$ cat config.mk
export PLATFORM = sky130hd
export DESIGN_NAME = circular_log_head_search
export DESIGN_NICKNAME = d
export VERILOG_FILES = /design/src/hw/rtl/clhs_pkg.sv /design/src/hw/rtl/clhs_step.sv /design/src/hw/rtl/circular_log_head_search.sv
export SDC_FILE = /design/constraint.sdc
export NUM_CORES = 2
export LEC_CHECK = 0
export BUFFER_PORTS_ARGS = -buffer_cell sky130_fd_sc_hd__buf_2
export CAP_MARGIN = 20
export CORE_UTILIZATION = 35
export CTS_BUF_LIST = sky130_fd_sc_hd__clkbuf_16
export DETAILED_ROUTE_END_ITERATION = 7
export GPL_TIMING_DRIVEN = 0
export MAX_ROUTING_LAYER = met4
export RECOVER_POWER = 100
export SLEW_MARGIN = 10
export SYNTH_ARGS = -nofsm -noshare
export SYNTH_HDL_FRONTEND = slang
export SYNTH_SLANG_ARGS = --single-unit
$ cat constraint.sdc
create_clock -name clk -period 15.7 [get_ports clk]
set_input_delay 1.57 -clock clk [delete_from_list [all_inputs] [get_ports clk]]
set_output_delay 1.57 -clock clk [all_outputs]
set_load 0.02 [all_outputs]
$ cat src/hw/rtl/clhs_pkg.sv
// Shared types, codes and a helper function for the circular log head search.
`timescale 1ns / 1ps

package clhs_pkg;

  localparam int BLOCK_NUMBER_BITS = 32;
  localparam int UNIQUE_ID_BITS    = 32;
  localparam int FIELD_BITS        = 32;

  typedef logic [BLOCK_NUMBER_BITS-1:0] bn_t;
  typedef logic [UNIQUE_ID_BITS-1:0]    uid_t;
  typedef logic [FIELD_BITS-1:0]        field_t;

  typedef enum logic [2:0] {
    PH_IDLE,
    PH_FIRST,
    PH_LAST,
    PH_SEARCH,
    PH_SESSION
  } phase_t;

  localparam logic       MODE_START   = 1'b0;
  localparam logic       KIND_REQUEST = 1'b0;
  localparam logic       KIND_DONE    = 1'b1;
  localparam logic [1:0] STATUS_FOUND = 2'd0;
  localparam logic [1:0] STATUS_EMPTY = 2'd1;
  localparam logic [1:0] STATUS_RDERR = 2'd2;

  localparam field_t LINK_UNSET = '1;

  typedef struct packed {
    phase_t phase;
    logic   circular_mode;
    bn_t    left_block;
    bn_t    right_block;
    bn_t    middle_block;
    uid_t   left_id;
    uid_t   right_id;
    uid_t   left_session_id;
    bn_t    left_session_first;
    bn_t    found_block;
    uid_t   found_id;
    uid_t   found_session_id;
    bn_t    found_session_first;
  } search_state_t;

  typedef struct packed {
    logic   mode;
    logic   read_ok;
    logic   magic_valid;
    field_t block_id;
    field_t hdr_session_id;
    field_t hdr_session_first;
    field_t hdr_next_session_first;
  } in_item_t;

  typedef struct packed {
    logic       kind;
    field_t     read_block;
    logic [1:0] status;
    field_t     newest_block;
    field_t     newest_block_id;
    field_t     session_id;
    field_t     session_first;
    field_t     session_next;
    field_t     session_length;
  } result_t;

  typedef struct packed {
    logic done;
    bn_t  mid;
  } split_t;

  // One bisection step: done when the interval has closed to adjacent blocks.
  function automatic split_t split_step(bn_t lo, bn_t hi);
    split_t s;
    bn_t    span;
    span   = hi - lo;
    s.done = (bn_t'(lo + bn_t'(1)) == hi);
    s.mid  = lo + (span >> 1);
    return s;
  endfunction

endpackage

$ cat src/hw/rtl/clhs_step.sv
// Next-state and result logic for one item of the head search.
`timescale 1ns / 1ps

module clhs_step (
  input  clhs_pkg::search_state_t st,
  input  clhs_pkg::in_item_t      item,
  input  clhs_pkg::field_t        log_size,
  output clhs_pkg::search_state_t st_nxt,
  output logic                    has_result,
  output clhs_pkg::result_t       result
);

  clhs_pkg::bn_t    eff_size;
  clhs_pkg::uid_t   bid;
  clhs_pkg::uid_t   sid;
  clhs_pkg::bn_t    sfirst;
  clhs_pkg::split_t sp_last;
  clhs_pkg::split_t sp_gl;
  clhs_pkg::split_t sp_gr;
  clhs_pkg::split_t sp;
  logic             go_left;
  clhs_pkg::bn_t    cand_block;
  clhs_pkg::uid_t   cand_id;
  clhs_pkg::uid_t   cand_sid;
  clhs_pkg::bn_t    cand_sfirst;
  logic             do_split;
  clhs_pkg::bn_t    sess_len;

  assign bid    = clhs_pkg::uid_t'(item.block_id);
  assign sid    = clhs_pkg::uid_t'(item.hdr_session_id);
  assign sfirst = clhs_pkg::bn_t'(item.hdr_session_first);

  always_comb begin
    eff_size = clhs_pkg::bn_t'(log_size);
    if (eff_size < clhs_pkg::bn_t'(2)) begin
      eff_size = clhs_pkg::bn_t'(2);
    end
  end

  // All three possible bisections are formed in parallel, then selected.
  assign sp_last = clhs_pkg::split_step(st.left_block, st.right_block);
  assign sp_gl   = clhs_pkg::split_step(st.left_block, st.middle_block);
  assign sp_gr   = clhs_pkg::split_step(st.middle_block, st.right_block);

  // Wrap-aware: left if left-to-mid ID gap is larger; linear: left if invalid.
  assign go_left = st.circular_mode ?
                   (clhs_pkg::uid_t'(bid - st.left_id) > clhs_pkg::uid_t'(st.right_id - bid)) :
                   !item.magic_valid;

  always_comb begin
    sess_len = '0;
    if (item.hdr_next_session_first != clhs_pkg::LINK_UNSET) begin
      if (st.found_block >= st.found_session_first) begin
        sess_len = st.found_block - st.found_session_first + clhs_pkg::bn_t'(1);
      end else begin
        sess_len = st.found_block + eff_size - st.found_session_first + clhs_pkg::bn_t'(1);
      end
    end
  end

  always_comb begin
    st_nxt      = st;
    has_result  = 1'b0;
    result      = '0;
    do_split    = 1'b0;
    sp          = sp_last;
    cand_block  = st.left_block;
    cand_id     = st.left_id;
    cand_sid    = st.left_session_id;
    cand_sfirst = st.left_session_first;

    if (item.mode == clhs_pkg::MODE_START) begin
      st_nxt.left_block    = '0;
      st_nxt.right_block   = eff_size - clhs_pkg::bn_t'(1);
      st_nxt.circular_mode = 1'b0;
      st_nxt.phase         = clhs_pkg::PH_FIRST;
      has_result           = 1'b1;
      result.kind          = clhs_pkg::KIND_REQUEST;
    end else if (st.phase != clhs_pkg::PH_IDLE) begin
      has_result = 1'b1;
      if (!item.read_ok) begin
        st_nxt.phase  = clhs_pkg::PH_IDLE;
        result.kind   = clhs_pkg::KIND_DONE;
        result.status = clhs_pkg::STATUS_RDERR;
      end else begin
        case (st.phase)
          clhs_pkg::PH_FIRST: begin
            if (!item.magic_valid) begin
              st_nxt.phase  = clhs_pkg::PH_IDLE;
              result.kind   = clhs_pkg::KIND_DONE;
              result.status = clhs_pkg::STATUS_EMPTY;
            end else begin
              st_nxt.left_id            = bid;
              st_nxt.left_session_id    = sid;
              st_nxt.left_session_first = sfirst;
              st_nxt.phase              = clhs_pkg::PH_LAST;
              result.kind               = clhs_pkg::KIND_REQUEST;
              result.read_block         = clhs_pkg::field_t'(st.right_block);
            end
          end
          clhs_pkg::PH_LAST: begin
            if (!item.magic_valid) begin
              st_nxt.circular_mode = 1'b0;
              do_split             = 1'b1;
            end else begin
              st_nxt.right_id = bid;
              if (clhs_pkg::uid_t'(bid + clhs_pkg::uid_t'(1)) != st.left_id) begin
                // ID break at the border: the last block is the newest
                st_nxt.found_block         = st.right_block;
                st_nxt.found_id            = bid;
                st_nxt.found_session_id    = sid;
                st_nxt.found_session_first = sfirst;
                st_nxt.phase               = clhs_pkg::PH_SESSION;
                result.kind                = clhs_pkg::KIND_REQUEST;
                result.read_block          = clhs_pkg::field_t'(sfirst);
              end else begin
                st_nxt.circular_mode = 1'b1;
                do_split             = 1'b1;
              end
            end
          end
          clhs_pkg::PH_SEARCH: begin
            do_split = 1'b1;
            if (go_left) begin
              st_nxt.right_block = st.middle_block;
              st_nxt.right_id    = bid;
              sp                 = sp_gl;
            end else begin
              st_nxt.left_block         = st.middle_block;
              st_nxt.left_id            = bid;
              st_nxt.left_session_id    = sid;
              st_nxt.left_session_first = sfirst;
              sp                        = sp_gr;
              cand_block                = st.middle_block;
              cand_id                   = bid;
              cand_sid                  = sid;
              cand_sfirst               = sfirst;
            end
          end
          clhs_pkg::PH_SESSION: begin
            st_nxt.phase          = clhs_pkg::PH_IDLE;
            result.kind           = clhs_pkg::KIND_DONE;
            result.status         = clhs_pkg::STATUS_FOUND;
            result.newest_block   = clhs_pkg::field_t'(st.found_block);
            result.newest_block_id = clhs_pkg::field_t'(st.found_id);
            result.session_id     = clhs_pkg::field_t'(st.found_session_id);
            result.session_first  = clhs_pkg::field_t'(st.found_session_first);
            result.session_next   = item.hdr_next_session_first;
            result.session_length = clhs_pkg::field_t'(sess_len);
          end
          default: begin
            has_result = 1'b0;
          end
        endcase
      end
    end

    if (do_split) begin
      result.kind = clhs_pkg::KIND_REQUEST;
      if (sp.done) begin
        st_nxt.found_block         = cand_block;
        st_nxt.found_id            = cand_id;
        st_nxt.found_session_id    = cand_sid;
        st_nxt.found_session_first = cand_sfirst;
        st_nxt.phase               = clhs_pkg::PH_SESSION;
        result.read_block          = clhs_pkg::field_t'(cand_sfirst);
      end else begin
        st_nxt.middle_block = sp.mid;
        st_nxt.phase        = clhs_pkg::PH_SEARCH;
        result.read_block   = clhs_pkg::field_t'(sp.mid);
      end
    end
  end

endmodule

$ cat src/hw/rtl/circular_log_head_search.sv
// Top level of the circular log head search: input register, step logic, result register.
`timescale 1ns / 1ps

// Takes one item per clock while in_stall is low. An accepted item lands in
// the input register and is worked on by the step logic in the following
// cycle. Its result, if any, enters the result register once it is free
// or draining. The input register frees as soon as the result register can
// take a new value, so items stream at one per cycle unless the result side
// stalls. A start item always answers with a read request for block 0; each
// header response answers with the next read request or the final answer; a
// response while no search runs is dropped without a result.
module circular_log_head_search (
  input  logic       clk,
  input  logic       rst_n,
  input  logic       cfg_wr_en,
  input  logic [31:0] cfg_wr_data,
  input  logic       in_valid,
  output logic       in_stall,
  input  logic       in_mode,
  input  logic       in_read_ok,
  input  logic       in_magic_valid,
  input  logic [31:0] in_block_id,
  input  logic [31:0] in_hdr_session_id,
  input  logic [31:0] in_hdr_session_first,
  input  logic [31:0] in_hdr_next_session_first,
  output logic       out_valid,
  input  logic       out_stall,
  output logic       out_kind,
  output logic [31:0] out_read_block,
  output logic [1:0] out_status,
  output logic [31:0] out_newest_block,
  output logic [31:0] out_newest_block_id,
  output logic [31:0] out_session_id,
  output logic [31:0] out_session_first,
  output logic [31:0] out_session_next,
  output logic [31:0] out_session_length
);

  clhs_pkg::field_t        log_size_r;
  clhs_pkg::search_state_t st_r;
  clhs_pkg::search_state_t st_nxt;
  logic                    in_valid_r;
  clhs_pkg::in_item_t      item_r;
  logic                    out_valid_r;
  clhs_pkg::result_t       res_r;
  clhs_pkg::result_t       res_nxt;
  logic                    has_result;
  logic                    fire;
  logic                    in_take;

  // Advance the held item only when the result register is free or draining.
  assign fire     = in_valid_r && (!out_valid_r || !out_stall);
  assign in_stall = in_valid_r && !fire;
  assign in_take  = in_valid && !in_stall;

  clhs_step u_step (
    .st         (st_r),
    .item       (item_r),
    .log_size   (log_size_r),
    .st_nxt     (st_nxt),
    .has_result (has_result),
    .result     (res_nxt)
  );

  always_ff @(posedge clk) begin
    if (!rst_n) begin
      log_size_r <= clhs_pkg::field_t'(2);
    end else if (cfg_wr_en) begin
      log_size_r <= cfg_wr_data;
    end
  end

  always_ff @(posedge clk) begin
    if (!rst_n) begin
      in_valid_r <= 1'b0;
    end else if (in_take) begin
      in_valid_r <= 1'b1;
    end else if (fire) begin
      in_valid_r <= 1'b0;
    end
  end

  always_ff @(posedge clk) begin
    if (in_take) begin
      item_r.mode                   <= in_mode;
      item_r.read_ok                <= in_read_ok;
      item_r.magic_valid            <= in_magic_valid;
      item_r.block_id               <= in_block_id;
      item_r.hdr_session_id         <= in_hdr_session_id;
      item_r.hdr_session_first      <= in_hdr_session_first;
      item_r.hdr_next_session_first <= in_hdr_next_session_first;
    end
  end

  always_ff @(posedge clk) begin
    if (!rst_n) begin
      // all zero: phase comes up idle
      st_r <= '0;
    end else if (fire) begin
      st_r <= st_nxt;
    end
  end

  always_ff @(posedge clk) begin
    if (!rst_n) begin
      out_valid_r <= 1'b0;
    end else if (fire) begin
      out_valid_r <= has_result;
    end else if (!out_stall) begin
      out_valid_r <= 1'b0;
    end
  end

  always_ff @(posedge clk) begin
    if (fire && has_result) begin
      res_r <= res_nxt;
    end
  end

  assign out_valid           = out_valid_r;
  assign out_kind            = res_r.kind;
  assign out_read_block      = res_r.read_block;
  assign out_status          = res_r.status;
  assign out_newest_block    = res_r.newest_block;
  assign out_newest_block_id = res_r.newest_block_id;
  assign out_session_id      = res_r.session_id;
  assign out_session_first   = res_r.session_first;
  assign out_session_next    = res_r.session_next;
  assign out_session_length  = res_r.session_length;

endmodule

Yosys cells after proc, flatten, opt, wreduce, memory -nomap -nowiden. Index checks and enable logic that the tools add are counted.

Register bits after elaboration: 748. Latch bits: 0. Memory bits (writable): 0. Bits in read-only memories: 0. Input bits: 168. Output and inout port bits: 229. Logic and storage cells: 198. Memories kept: 0.

$add $sub $neg: 17. Multiply operators: 0. Div/mod/pow operators: 0. $lt $le $gt $ge: 3. Equal/unequal tests: 24. Shifts and indexed selects: 0. Muxes and demuxes: 90. Bitwise gates (word level): 3. Reduce and logical (&&, ||, !) cells: 28.

Operators with widths (count): 128-bit two-way mux (8); 32-bit two-way mux (31); 192-bit two-way mux (2); 227-bit two-way mux (1); 226-bit two-way mux (1); 32-bit subtractor (7); 33-bit two-way mux (6); 64-bit two-way mux (3); 32-bit one-hot mux with 2 select lines (3); 32-bit by 1-bit adder with 32-bit output (second input constant) (5); 68-bit two-way mux (2); 64-bit one-hot mux with 2 select lines (1); 32-bit by 31-bit adder with 32-bit output (3); 32-bit == test (3); 65-bit two-way mux (1); 32-bit adder (1); 32-bit greater-or-equal comparator (1); 32-bit > comparator (1); 32-bit by 2-bit less-than comparator with 1-bit output (second input constant) (1); 32-bit != test (1); 32-bit != test (second input constant) (1); 32-bit by 1-bit subtractor with 32-bit output (second input constant) (1); 1-bit two-way mux (21); 5-bit AND reduction (4); 28 further kinds (56).

Depth between registers and ports, before layout.
Depth in word-level cells: 12. Depth in mapped cells: 30. Mapped depth without buffers: 27.

By module. Synthesis repeated with hierarchy kept, for this count alone.

Cells, all modules: 6946. Area total of the unflattened synthesis: 59763.6 um^2.

Modules (own cells, without submodules): clhs_step (times used 1, cells an instance 4931, area each 33223.1 um^2, sequential area each 0.0 um^2); circular_log_head_search (times used 1, cells an instance 2015, area each 26540.5 um^2, sequential area each 18557.8 um^2).

Worst setup path after synthesis. Ideal clock, no wire load.

Path type: input to register. Start: input out_stall. End: register st_r[194] (netlist bit). Library setup time: 0.128 ns. Arrival time: 14.611 ns. Data required time: 15.572 ns. Setup slack: 0.961 ns. Stages on the path: 8. Buffers on the path: 1. Path through: nand2_1 > nand2_1 > a21oi_1 > nand3_1 > nor2_1 > clkbuf_1 > mux2i_1 > nor2_1.

Word-level cells in the longest chain between the ends: 4.

RTL lines: from (decl) (line circular_log_head_search.sv:27) `input logic out_stall,`; 1-bit logical NOT; 1-bit logical OR (line circular_log_head_search.sv:52) `assign fire = in_valid_r && (!out_valid_r || !out_stall);`; 1-bit logical AND (line circular_log_head_search.sv:52); 7-bit AND reduction (no line); to (signal assigned) (line circular_log_head_search.sv:100) `st_r <= st_nxt;`; to (decl) (line circular_log_head_search.sv:40) `clhs_pkg::search_state_t st_r;`.

Every way passes these cells. A chain may end at the register's enable or synchronous reset.

==> out/qor.yml <==
violations: "max-capacitance violations, max-slew violations"
synth-edff-count: 358
grt_pass1_wl_mm: 322.8
yosys.area.top_type: "edfxtp_1"
yosysWarnings: 0
total_power_mw: 5.073
cts_root_buf: "clkbuf_16"
ant_nets: 0
dr.pass1.iters: 6
antenna_found_initial: 25
path_class: "register to register"
hpwlAfterDp_mm: 189.6
grt_pass1_vias: 45700
pin_count: 397
nets: 7174
crit_arrival_ns: 11.71
synth_area_per_cell_um2: 8.735
synth_seq_cells: 748
async_reset_ff_share_pct: 0
min_period_over_period_pct: 72.62
drc: 0
rsz0062_at_grt: "false"
finalHoldViolCount: 0
synth_area_leaders: "edfxtp_1, dfxtp_1, ha_1"
dieArea_um2: 152900
port_buffers: 394
cts_hold_buf: 0
clk_pin_slew_worst_paths_ns: 0.06
grt_max_degree: 32
synth_area_um2: 52970
place.gp.congestion: 1.026
drv_cap: 10
syn_nets: 6664
drt_iter0_drc: 5219
path_max_fanout: 10
drt-vias-per-instance: 5.719
cts_max_level: 3
routedWlPerCell_um: 26.61
vias: 49630
core-area_um2: 150000
cts_resized: 0
post_cts_buffers: 0
rows: 142
hold_path_class: "register to register"
synth_flop_cell: "dfxtp_1"
wirelength_mm: 230.9
status: "finished with violations"
clock_path_buffers: 3
die_x_um: 391.0
fin_worst_skew_ns: 0.04503
finalSetupTns_ns: 0
setup_violations: 0
fin_cells: 8678
initial_core_util_pct: 35.32
worstMarginPinSlew_ns: 2.038
p_per_area_nw_per_um2: 84.98
drive_gt1_share_pct: 5.734
synth_common_cells: "nand2_1, inv_1, a21oi_1"
grt_usage_pct: 29.97
area_delta_synth_final_pct: 12.70
clock_sinks: 748
max_freq_ghz: 0.08771
crit_top_cell: "a21oi_1"
cts_made_buffers: 84
fin_area_um2: 59700
end_kind: "register"
ir_drop_v: 0.00008444
synth_seq_area_share_pct: 35.03
synth_top_area_share_pct: 20.29
insertion_delay_ns: 0.72
yosysMostFrequentCell: "nand2_1"
ys_types: 89
place_area_um2: 57960
critPathBufInv: 3
required_ns: 16.01
dp.cells: 8500
post-route-min-period_ns: 11.40
cp-start-kind: "register"
synth_cells: 6064
die_h_um: 391.0
cpLargestDelayFamily: "compound AO/OA/AOI/OAI gates"
drv_slew: 195
gr-total-overflow: 0
cp_slowest_cell: "o21ai_0"
p_leak_nw: 22.25
slowest_delay_ns: 1.36
cts_tree: "yes"
slew-limit-headroom_pct: -36.18
## kinds of logic after synthesis
| logic type | share of synthesized area, % |
|---|---|
| AO/OA/AOI/OAI | 21.27 |
| adder cells (fa/ha/maj) | 10.98 |
| AND/OR/NAND/NOR | 16.45 |
| flip-flops | 35.03 |
| buffers and inverters | 5.893 |
| multiplexers | 3.366 |
| XOR/XNOR | 6.999 |
## through the flow
step / hold slack (ns) / setup slack (ns) / utilization (%)
CTS: 0.4537 / 5.201 / 40.52
global route: 0.4672 / 4.069 / 39.81
finish: 0.4544 / 4.299 / 39.81
floorplan: 0.4357 / 0.9611 / -
global placement: 0.4409 / -6.356 / 38.32
detailed placement: 0.4456 / 5.254 / 38.65
## sequential cells by signal, summed over array words and instances (netlist names), 2 cells and up
name                 flops
st_r                   356
item_r                 131
log_size_r              32
out_newest_block        32
out_newest_block_id     32
out_read_block          32
out_session_first       32
out_session_id          32
out_session_length      32
out_session_next        32
out_status               2
## where the power goes
group | internal, mW | switching (mW) | leakage [nW]
sequential | 2.09 | 0.0535 | 6.59
combinational | 0.298 | 0.567 | 14.2
clock | 1.16 | 0.900 | 1.44
total | 3.55 | 1.52 | 22.3
## routing by layer
layer  vias to the layer above  share of wire, %  global-route usage (%)
li1                      23000                 -                       -
met1                     24050                43                   38.63
met2                      2154                44                   45.84
met3                       427               8.5                   6.160
met4                         0               4.5                   11.66
met5                         -                 0                       -
## worst paths after layout
path / start / endpoint / slack [ns] / cells after the start
min reg2reg: st_r[173] / st_r[173] / 0.45 / 2
max reg2reg: item_r[96] / out_read_block[21] / 4.30 / 26
min: st_r[173] / st_r[173] / 0.45 / 2
max: item_r[96] / out_read_block[21] / 4.30 / 26
## cells in the final DEF, fill, tap and decap left out, drive strengths merged, types with 55 or more instances in the layout
master / n
inv: 472
and2: 66
a21oi: 426
dfxtp: 390
fa: 55
mux2i: 159
nor2: 409
nand4: 77
xor2: 133
xnor2: 280
nor4: 69
nand2: 608
a22oi: 65
a211oi: 99
clkbuf: 659
buf: 202
ha: 377
edfxtp: 358
nand3: 110
nor3: 227
a221oi: 120
o21ai: 402
a21o: 117
## worst min-delay path, stage by stage, from the launching register on
cell     delay (ns)
dfxtp_1        0.31
nand2_1        0.05
a21oi_1        0.05
## final cells by class
cell class	instances	area (µm²)
fill	15500	90250
clock inverter	70	628.1
sequential	748	18560
buffer	350	1404
clock buffer	87	2177
antenna	17	42.54
multi-input combinational	4523	30840
inverter	443	1663
tap	2016	2522
timing repair buffer	424	1867
(Power assumes the default switching activity.)
